$ cat config.mk
export PLATFORM = sky130hd
export DESIGN_NAME = dot_star_regex_matcher
export DESIGN_NICKNAME = d
export VERILOG_FILES = /design/src/dsrm_pkg.sv /design/src/dsrm_front.sv /design/src/dsrm_back.sv /design/src/dot_star_regex_matcher.sv
export VERILOG_INCLUDE_DIRS = /design/src /design/src/src
export SDC_FILE = /design/constraint.sdc
export NUM_CORES = 1
export LEC_CHECK = 0
export ABC_AREA = 1
export BUFFER_PORTS_ARGS = -buffer_cell sky130_fd_sc_hd__buf_4
export CAP_MARGIN = 0
export CORE_MARGIN = 3
export CORE_UTILIZATION = 65
export DETAILED_ROUTE_END_ITERATION = 10
export PLACE_DENSITY = 0.91
export SYNTH_ARGS = -nofsm -noshare
export SYNTH_HDL_FRONTEND = slang
export SYNTH_SLANG_ARGS = --single-unit
export TNS_END_PERCENT = 30
$ cat constraint.sdc
create_clock -name clk_i -period 6.3 [get_ports clk_i]
set_input_delay 0.315 -clock clk_i [delete_from_list [all_inputs] [get_ports clk_i]]
set_output_delay 0.315 -clock clk_i [all_outputs]
set_load 0.005 [all_outputs]
$ cat src/assert_macros.svh
// ----------------------------------------------------------------------------
// Assertion macros
// Shared concurrent assertion helpers; compiled out with NO_ASSERTIONS.
// ----------------------------------------------------------------------------
`ifndef ASSERT_MACROS_SVH
`define ASSERT_MACROS_SVH

`ifndef NO_ASSERTIONS

// Check that a condition holds at every clock edge outside reset.
`define ASSERT_ALWAYS(name, clk, rst_n, cond) \
  name: assert property (@(posedge clk) disable iff (!rst_n) (cond)) \
    else $error("assertion failed: invariant");

// Check that a trigger is followed by a condition in the next cycle.
`define ASSERT_NEXT(name, clk, rst_n, trig, cond) \
  name: assert property (@(posedge clk) disable iff (!rst_n) (trig) |=> (cond)) \
    else $error("assertion failed: next-cycle check");

`else

`define ASSERT_ALWAYS(name, clk, rst_n, cond)
`define ASSERT_NEXT(name, clk, rst_n, trig, cond)

`endif

`endif

$ cat src/dsrm_pkg.sv
// ----------------------------------------------------------------------------
// dsrm_pkg
// Shared constants and types of the dot-star matcher.
// ----------------------------------------------------------------------------
package dsrm_pkg;

  localparam int MAX_ELEMENTS = 16;
  localparam int POS_W        = MAX_ELEMENTS + 1;
  localparam int LEN_W        = $clog2(MAX_ELEMENTS + 1);
  localparam int LVL_N        = $clog2(POS_W);

  localparam logic [7:0] ANY_CHAR = 8'd46;

  typedef enum logic [1:0] {
    OP_CLEAR   = 2'd0,
    OP_APPEND  = 2'd1,
    OP_RESTART = 2'd2,
    OP_BYTE    = 2'd3
  } op_e;

  typedef struct packed {
    op_e        op;
    logic [7:0] ch;
    logic       star;
  } cmd_t;

  typedef struct packed {
    logic status;
    logic matched;
    logic alive;
  } res_t;

endpackage

$ cat src/dsrm_front.sv
// ----------------------------------------------------------------------------
// dsrm_front
// Accepts input beats, decodes the item kind and queues commands (2 deep).
// ----------------------------------------------------------------------------
module dsrm_front import dsrm_pkg::*; (
  input  logic       clk_i,
  input  logic       rst_ni,
  input  logic       push_i,
  output logic       full_o,
  input  logic [1:0] kind_i,
  input  logic [7:0] char_value_i,
  input  logic       starred_i,
  output logic       cmd_valid_o,
  output cmd_t       cmd_o,
  input  logic       cmd_ready_i
);

  cmd_t       slot_q [2];
  logic       wr_ptr_q, wr_ptr_d;
  logic       rd_ptr_q, rd_ptr_d;
  logic [1:0] count_q, count_d;
  logic       push_ok, pop_ok;
  cmd_t       cmd_in;

  // Decode the item kind into an operation.
  always_comb begin
    cmd_in.ch   = char_value_i;
    cmd_in.star = starred_i;
    unique case (kind_i)
      2'd0:    cmd_in.op = OP_CLEAR;
      2'd1:    cmd_in.op = OP_APPEND;
      2'd2:    cmd_in.op = OP_RESTART;
      default: cmd_in.op = OP_BYTE;
    endcase
  end

  assign full_o      = (count_q == 2'd2);
  assign cmd_valid_o = (count_q != 2'd0);
  assign cmd_o       = slot_q[rd_ptr_q];
  assign push_ok     = push_i & ~full_o;
  assign pop_ok      = cmd_valid_o & cmd_ready_i;

  always_comb begin
    wr_ptr_d = push_ok ? ~wr_ptr_q : wr_ptr_q;
    rd_ptr_d = pop_ok  ? ~rd_ptr_q : rd_ptr_q;
    unique case ({push_ok, pop_ok})
      2'b10:   count_d = count_q + 2'd1;
      2'b01:   count_d = count_q - 2'd1;
      default: count_d = count_q;
    endcase
  end

  always_ff @(posedge clk_i or negedge rst_ni) begin
    if (!rst_ni) begin
      wr_ptr_q <= 1'b0;
      rd_ptr_q <= 1'b0;
      count_q  <= 2'd0;
    end else begin
      wr_ptr_q <= wr_ptr_d;
      rd_ptr_q <= rd_ptr_d;
      count_q  <= count_d;
    end
  end

  always_ff @(posedge clk_i) begin
    if (push_ok) begin
      slot_q[wr_ptr_q] <= cmd_in;
    end
  end

endmodule

$ cat src/dsrm_back.sv
// ----------------------------------------------------------------------------
// dsrm_back
// Holds the pattern, advances the position automaton, queues results.
// ----------------------------------------------------------------------------
`include "assert_macros.svh"

module dsrm_back import dsrm_pkg::*; (
  input  logic clk_i,
  input  logic rst_ni,
  input  logic cmd_valid_i,
  input  cmd_t cmd_i,
  output logic cmd_ready_o,
  output logic res_empty_o,
  output res_t res_o,
  input  logic res_pop_i
);

  logic [7:0]       chars_q [MAX_ELEMENTS];
  logic             stars_q [MAX_ELEMENTS];
  logic [LEN_W-1:0] len_q, len_d;
  logic [POS_W-1:0] act_q, act_d;

  res_t             res_slot_q [2];
  logic             res_wr_q, res_rd_q;
  logic [1:0]       res_cnt_q, res_cnt_d;

  logic             go, wr_en, res_pop, status;
  logic [POS_W-1:0] raw, closed, prop, self_v, adv_v;
  res_t             res_in;

  // Closure over starred elements as a prefix network: position k+1 inherits
  // position k through a starred element k; log-depth doubling.
  function automatic logic [POS_W-1:0] close_set(input logic [POS_W-1:0] set_in,
                                                  input logic [POS_W-1:0] pass_in);
    logic [POS_W-1:0] g, p, g_n, p_n;
    g = set_in;
    p = pass_in;
    for (int l = 0; l < LVL_N; l++) begin
      g_n = g;
      p_n = p;
      for (int k = 0; k < POS_W; k++) begin
        if (k >= (1 << l)) begin
          g_n[k] = g[k] | (p[k] & g[k - (1 << l)]);
          p_n[k] = p[k] & p[k - (1 << l)];
        end
      end
      g = g_n;
      p = p_n;
    end
    return g;
  endfunction

  assign cmd_ready_o = (res_cnt_q != 2'd2);
  assign go          = cmd_valid_i & cmd_ready_o;

  // Byte step over the closed set held in act_q.
  always_comb begin
    self_v = '0;
    adv_v  = '0;
    for (int k = 0; k < MAX_ELEMENTS; k++) begin
      if (act_q[k] && (LEN_W'(k) < len_q) &&
          ((chars_q[k] == ANY_CHAR) || (chars_q[k] == cmd_i.ch))) begin
        if (stars_q[k]) begin
          self_v[k] = 1'b1;
        end else begin
          adv_v[k + 1] = 1'b1;
        end
      end
    end
  end

  always_comb begin
    len_d  = len_q;
    raw    = POS_W'(1);
    status = 1'b0;
    wr_en  = 1'b0;
    unique case (cmd_i.op)
      OP_CLEAR: begin
        len_d = '0;
      end
      OP_APPEND: begin
        if (len_q < LEN_W'(MAX_ELEMENTS)) begin
          wr_en = go;
          len_d = len_q + LEN_W'(1);
        end else begin
          status = 1'b1;
        end
      end
      OP_RESTART: begin
        raw = POS_W'(1);
      end
      OP_BYTE: begin
        raw = self_v | adv_v;
      end
      default: begin
        raw = POS_W'(1);
      end
    endcase
  end

  // Pass vector of the pattern as it stands after this command.
  always_comb begin
    prop = '0;
    for (int k = 0; k < MAX_ELEMENTS; k++) begin
      if (LEN_W'(k) < len_d) begin
        if (wr_en && (LEN_W'(k) == len_q)) begin
          prop[k + 1] = cmd_i.star;
        end else begin
          prop[k + 1] = stars_q[k];
        end
      end
    end
  end

  assign closed         = close_set(raw, prop);
  assign act_d          = closed;
  assign res_in.status  = status;
  assign res_in.matched = closed[len_d];
  assign res_in.alive   = |closed;

  assign res_empty_o = (res_cnt_q == 2'd0);
  assign res_o       = res_slot_q[res_rd_q];
  assign res_pop     = res_pop_i & ~res_empty_o;

  always_comb begin
    unique case ({go, res_pop})
      2'b10:   res_cnt_d = res_cnt_q + 2'd1;
      2'b01:   res_cnt_d = res_cnt_q - 2'd1;
      default: res_cnt_d = res_cnt_q;
    endcase
  end

  always_ff @(posedge clk_i or negedge rst_ni) begin
    if (!rst_ni) begin
      len_q     <= '0;
      act_q     <= POS_W'(1);
      res_wr_q  <= 1'b0;
      res_rd_q  <= 1'b0;
      res_cnt_q <= 2'd0;
    end else begin
      if (go) begin
        len_q    <= len_d;
        act_q    <= act_d;
        res_wr_q <= ~res_wr_q;
      end
      if (res_pop) begin
        res_rd_q <= ~res_rd_q;
      end
      res_cnt_q <= res_cnt_d;
    end
  end

  always_ff @(posedge clk_i) begin
    if (go) begin
      res_slot_q[res_wr_q] <= res_in;
    end
    for (int k = 0; k < MAX_ELEMENTS; k++) begin
      if (wr_en && (LEN_W'(k) == len_q)) begin
        chars_q[k] <= cmd_i.ch;
        stars_q[k] <= cmd_i.star;
      end
    end
  end

  `ASSERT_ALWAYS(a_res_cnt_bound, clk_i, rst_ni, res_cnt_q <= 2'd2)
  `ASSERT_ALWAYS(a_len_bound, clk_i, rst_ni, len_q <= LEN_W'(MAX_ELEMENTS))
  `ASSERT_NEXT(a_restart_seeds, clk_i, rst_ni, go && (cmd_i.op != OP_BYTE), act_q[0])

endmodule

$ cat src/dot_star_regex_matcher.sv
// ----------------------------------------------------------------------------
// dot_star_regex_matcher
// Whole-string matcher for patterns of literal or '.' elements, each
// optionally starred, over a stream of text bytes.
// ----------------------------------------------------------------------------
// An item is registered in the command queue, then its result in the result queue.
// Throughput: one item per cycle unless the result queue is full; the
//   automaton update (byte compare plus a log-depth star closure) is combinational.
// Reset (rst_ni low, asynchronous): queues empty, pattern length 0, only
//   position zero active. Pattern storage is not cleared.
// ----------------------------------------------------------------------------
module dot_star_regex_matcher import dsrm_pkg::*; (
  input  logic       clk_i,
  input  logic       rst_ni,
  // input queue side
  input  logic       push,
  output logic       full,
  input  logic [1:0] kind_i,
  input  logic [7:0] char_value_i,
  input  logic       starred_i,
  // result queue side
  output logic       empty,
  input  logic       pop,
  output logic       status_o,
  output logic       matched_o,
  output logic       alive_o
);

  // Command beat between the front end and the back end.
  logic cmd_valid;
  logic cmd_ready;
  cmd_t cmd;
  res_t res;

  // Front end: take the beat, decode its kind, hold it in a two-deep queue so
  // the input side can run ahead of a stalled back end until both slots fill.
  dsrm_front u_front (
    .clk_i        (clk_i),
    .rst_ni       (rst_ni),
    .push_i       (push),
    .full_o       (full),
    .kind_i       (kind_i),
    .char_value_i (char_value_i),
    .starred_i    (starred_i),
    .cmd_valid_o  (cmd_valid),
    .cmd_o        (cmd),
    .cmd_ready_i  (cmd_ready)
  );

  // Back end: run the command against the pattern store and the active
  // position vector, then drop the result into a two-deep result queue that
  // the consumer drains with pop.
  dsrm_back u_back (
    .clk_i       (clk_i),
    .rst_ni      (rst_ni),
    .cmd_valid_i (cmd_valid),
    .cmd_i       (cmd),
    .cmd_ready_o (cmd_ready),
    .res_empty_o (empty),
    .res_o       (res),
    .res_pop_i   (pop)
  );

  // Split the result beat onto its ports.
  assign status_o  = res.status;
  assign matched_o = res.matched;
  assign alive_o   = res.alive;

endmodule
==> flow_metrics.tcl <==
set metrics [dict create \
    status "finished clean" \
    pwr_density_cell_nw_per_um2 394 \
    seq_area_frac_synth_pct 48.4 \
    coreArea_um2 17500 \
    setup_ws_ns 1.81 \
    ys_ff_latch 201 \
    clock-sinks 201 \
    ir_drop_mv 0.500 \
    post-route-min-period_ns 4.49 \
    post_cts_buffers 0 \
    ys.warnings.count 0 \
    antenna_cells 0 \
    cts-buffers-inserted 21 \
    clock_latency_ns 0.51 \
    root_buffer "clkbuf_16" \
    dieArea_um2 19900 \
    gp_congestion 0.980 \
    whs_path_depth 1 \
    fill_cells 1209 \
    vias 10400 \
    grt_max_degree 37 \
    synth-edff-count 156 \
    end_kind "flip-flop" \
    final_layout_size_suffix_gt1_share_pct 9.92 \
    synthCells 1513 \
    placed_area_um2 12100 \
    h-tree-depth 1 \
    grt_antenna_before_repair 0 \
    synth_compound_area_share_pct 4.86 \
    dp_slack_ns 2.05 \
    fin_cells 1777 \
    crit_arrival_ns 4.84 \
    syn_area_per_cell_um2 7.82 \
    clockBufferDepth 3 \
    fmax_mhz 223 \
    grt_pass1_wl_um 49800 \
    area_growth_pct 8.25 \
    hpwl_um 20900 \
    rows 48 \
    grt_use_total_pct 31.4 \
    synth-xor-area-share_pct 2.22 \
    maxSlewHeadroom_pct 14.5 \
    finalClockSkew_ns 0.0201 \
    fin_area_um2 12800 \
    multi_input_area_um2 4960 \
    die_h_um 141 \
    firstDrtPassIters 5 \
    post-route-period-util_pct 71.3 \
    drv_slew 0 \
    die_width_um 141 \
    drtIter0Drc 1159 \
    routed_via_density 5.86 \
    grt_pass1_vias 10200 \
    route.detailed.drc 0 \
    cp-start-kind "flip-flop" \
    yosys.area_share.adder_pct 0.634 \
    port_buffers 19 \
    cp.required_ns 6.65 \
    synth_top_family_by_area "simple AND/OR/NAND/NOR gates" \
    fin_util_pct 73.0 \
    path_class "reg -> reg" \
    cellLeakagePower_nw 6.06 \
    postSynth.topFlopCell "edfxtp_1" \
    drv_cap 0 \
    cts_tree "built" \
    setup_viol 0 \
    worst_pin_slew_ns 1.27 \
    gr-total-overflow 0 \
    hold_path.class "in -> reg" \
    numPlacedInstances 1728 \
    cp_max_fo 30 \
    hold_violations 0 \
    synth-simple-area-share_pct 34.2 \
    netlist_area_um2 11800 \
    async_flop_share_pct 14.4 \
    clkSlewWorstSetupHoldPaths_ns 0.06 \
    register_area_um2 5730 \
    setup_tns_ns 0 \
    total_power_mw 5.04 \
    hold_ws_ns 0.0175 \
    rsz0062_at_grt "false" \
    drtAntennaViolNets 0 \
    start_util_pct 67.5 \
    synth_fp_nets 1534 \
    finalNetCount 1558 \
    pin_count 20 \
    r2r_cells 26 \
    ys_types 45 \
    wl_per_cell_um 17.6 \
    finalWirelength_um 31300 \
    muxShareOfSynthArea_pct 0 \
]
[cells in the mapped netlist, types with 8 or more instances]
cell,instances,share of area (%)
o21ai_0,38,1.6
xor2_1,18,1.3
xnor2_1,12,0.89
dfrtp_1,28,5.9
nand3_2,8,0.68
nand3_1,95,4.0
a21oi_1,18,0.76
nand2_1,575,18
inv_2,15,0.48
nor2_1,89,2.8
nand2_2,25,1.3
nor2_4,8,0.76
nor2_2,12,0.63
inv_1,232,7.4
buf_6,8,0.76
buf_2,9,0.38
edfxtp_1,156,40
nor4_1,27,1.4
dfxtp_1,16,2.7
nor3_1,12,0.51
nand4_1,28,1.5
o21ai_1,11,0.47
[report_power, final]
part	total [mW]	switching [mW]	internal, mW	leakage (nW)
combinational	1.99	1.47	0.515	3.83
clock	1.17	0.511	0.654	0.312
sequential	1.89	0.143	1.75	1.92
total	5.04	2.13	2.92	6.06
[flip-flops by register name, summed over array words and instances (netlist names)]
| name | count |
|---|---|
| u_back.act_q | 16 |
| u_back.chars_q | 128 |
| u_back.len_q | 5 |
| u_back.res_cnt_q | 2 |
| u_back.res_rd_q | 1 |
| u_back.res_slot_q | 6 |
| u_back.res_wr_q | 1 |
| u_back.stars_q | 16 |
| u_front.count_q | 2 |
| u_front.rd_ptr_q | 1 |
| u_front.slot_q | 22 |
| u_front.wr_ptr_q | 1 |
[cells by family (layout without fill, tap and decap cells)]
| logic type | after synthesis | count (layout) |
|---|---|---|
| AND/OR/NAND/NOR | 902 | 902 |
| buffers and inverters | 279 | 318 |
| flip-flops | 201 | 201 |
| AO/OA/AOI/OAI | 95 | 95 |
| XOR/XNOR | 30 | 30 |
| adder cells (fa/ha/maj) | 6 | 6 |
[critical path: stages, from the launching register on]
cell and delay [ns]:
dfrtp_1 0.89, inv_1 0.59, nand2_1 0.36, nand2_2 0.42
nand2_1 0.18, nand2_1 0.08, inv_1 0.07, nand2_1 0.05
nor2_1 0.08, nand2_1 0.06, nand2_1 0.18, nand3_1 0.10
nand2_1 0.11, nand2_1 0.08, nand2_2 0.12, nand2_1 0.09
nand3_2 0.13, nand2_1 0.08, nand2_1 0.06, nand3_1 0.11
nand2_1 0.14, nand2_1 0.06, nand2_1 0.06, inv_1 0.04
nand3_1 0.06, nand2_1 0.05, nand2_1 0.09
[per-layer routing]
metal	wire length (um)	global-route usage [%]	vias to the layer above
met4	1280	14.6	0
met5	0	0	-
li1	-	-	4858
met3	3080	5.43	121
met1	11800	39.6	4788
met2	15100	53.1	643
[what timing repair did]
| action | in CTS | in global routing |
|---|---|---|
| endpoints found under the hold margin | 48 | 0 |
| hold buffers | 11 | 0 |
| resized for setup | 0 | 0 |
[area by class of cell]
cell class	count	area share (%)
clock inverter	8	0.381
sequential	201	44.7
timing repair buffer	32	2.09
tap	225	2.20
multi-input combinational	1033	38.7
inverter	248	7.29
clock buffer	30	4.60
[path summary, 6_finish.rpt]
check	to	slack (ns)	startpoint
min in group asynchronous	u_back.act_q[9]$_DFFE_PN0N_	0.29	rst_ni
hold / removal	u_front.slot_q[1][5]$_DFFE_PP_	0.02	char_value_i[4]
hold reg to reg	u_back.act_q[5]$_DFFE_PN0N_	0.50	u_back.act_q[5]$_DFFE_PN0N_
max in group asynchronous	u_back.act_q[0]$_DFFE_PN1N_	5.68	rst_ni
setup / recovery	u_back.res_slot_q[1][1]$_DFFE_PP_	1.81	u_front.rd_ptr_q$_DFFE_PN0N_
setup reg to reg	u_back.res_slot_q[1][1]$_DFFE_PP_	1.81	u_front.rd_ptr_q$_DFFE_PN0N_
[cell usage in the layout (no fill, tap or decap), types with 5 or more instances in the layout]
cell	instances
nand2_1	575
inv_1	232
edfxtp_1	156
nand3_1	95
nor2_1	88
o21ai_0	38
nand4_1	28
dfrtp_1	28
nor4_1	27
nand2_2	25
clkbuf_16	21
buf_4	21
xor2_1	18
a21oi_1	18
dfxtp_1	16
inv_2	15
nor2_2	13
nor3_1	12
xnor2_1	12
o21ai_1	11
dlygate4sd3_1	11
nand3_2	8
nor2_4	8
nand2_4	7
o211ai_1	6
ha_1	6
clkbuf_1	6
o21ai_2	5
a21oi_2	5
clkinv_2	5
Power figures use the tool's default switching activity.
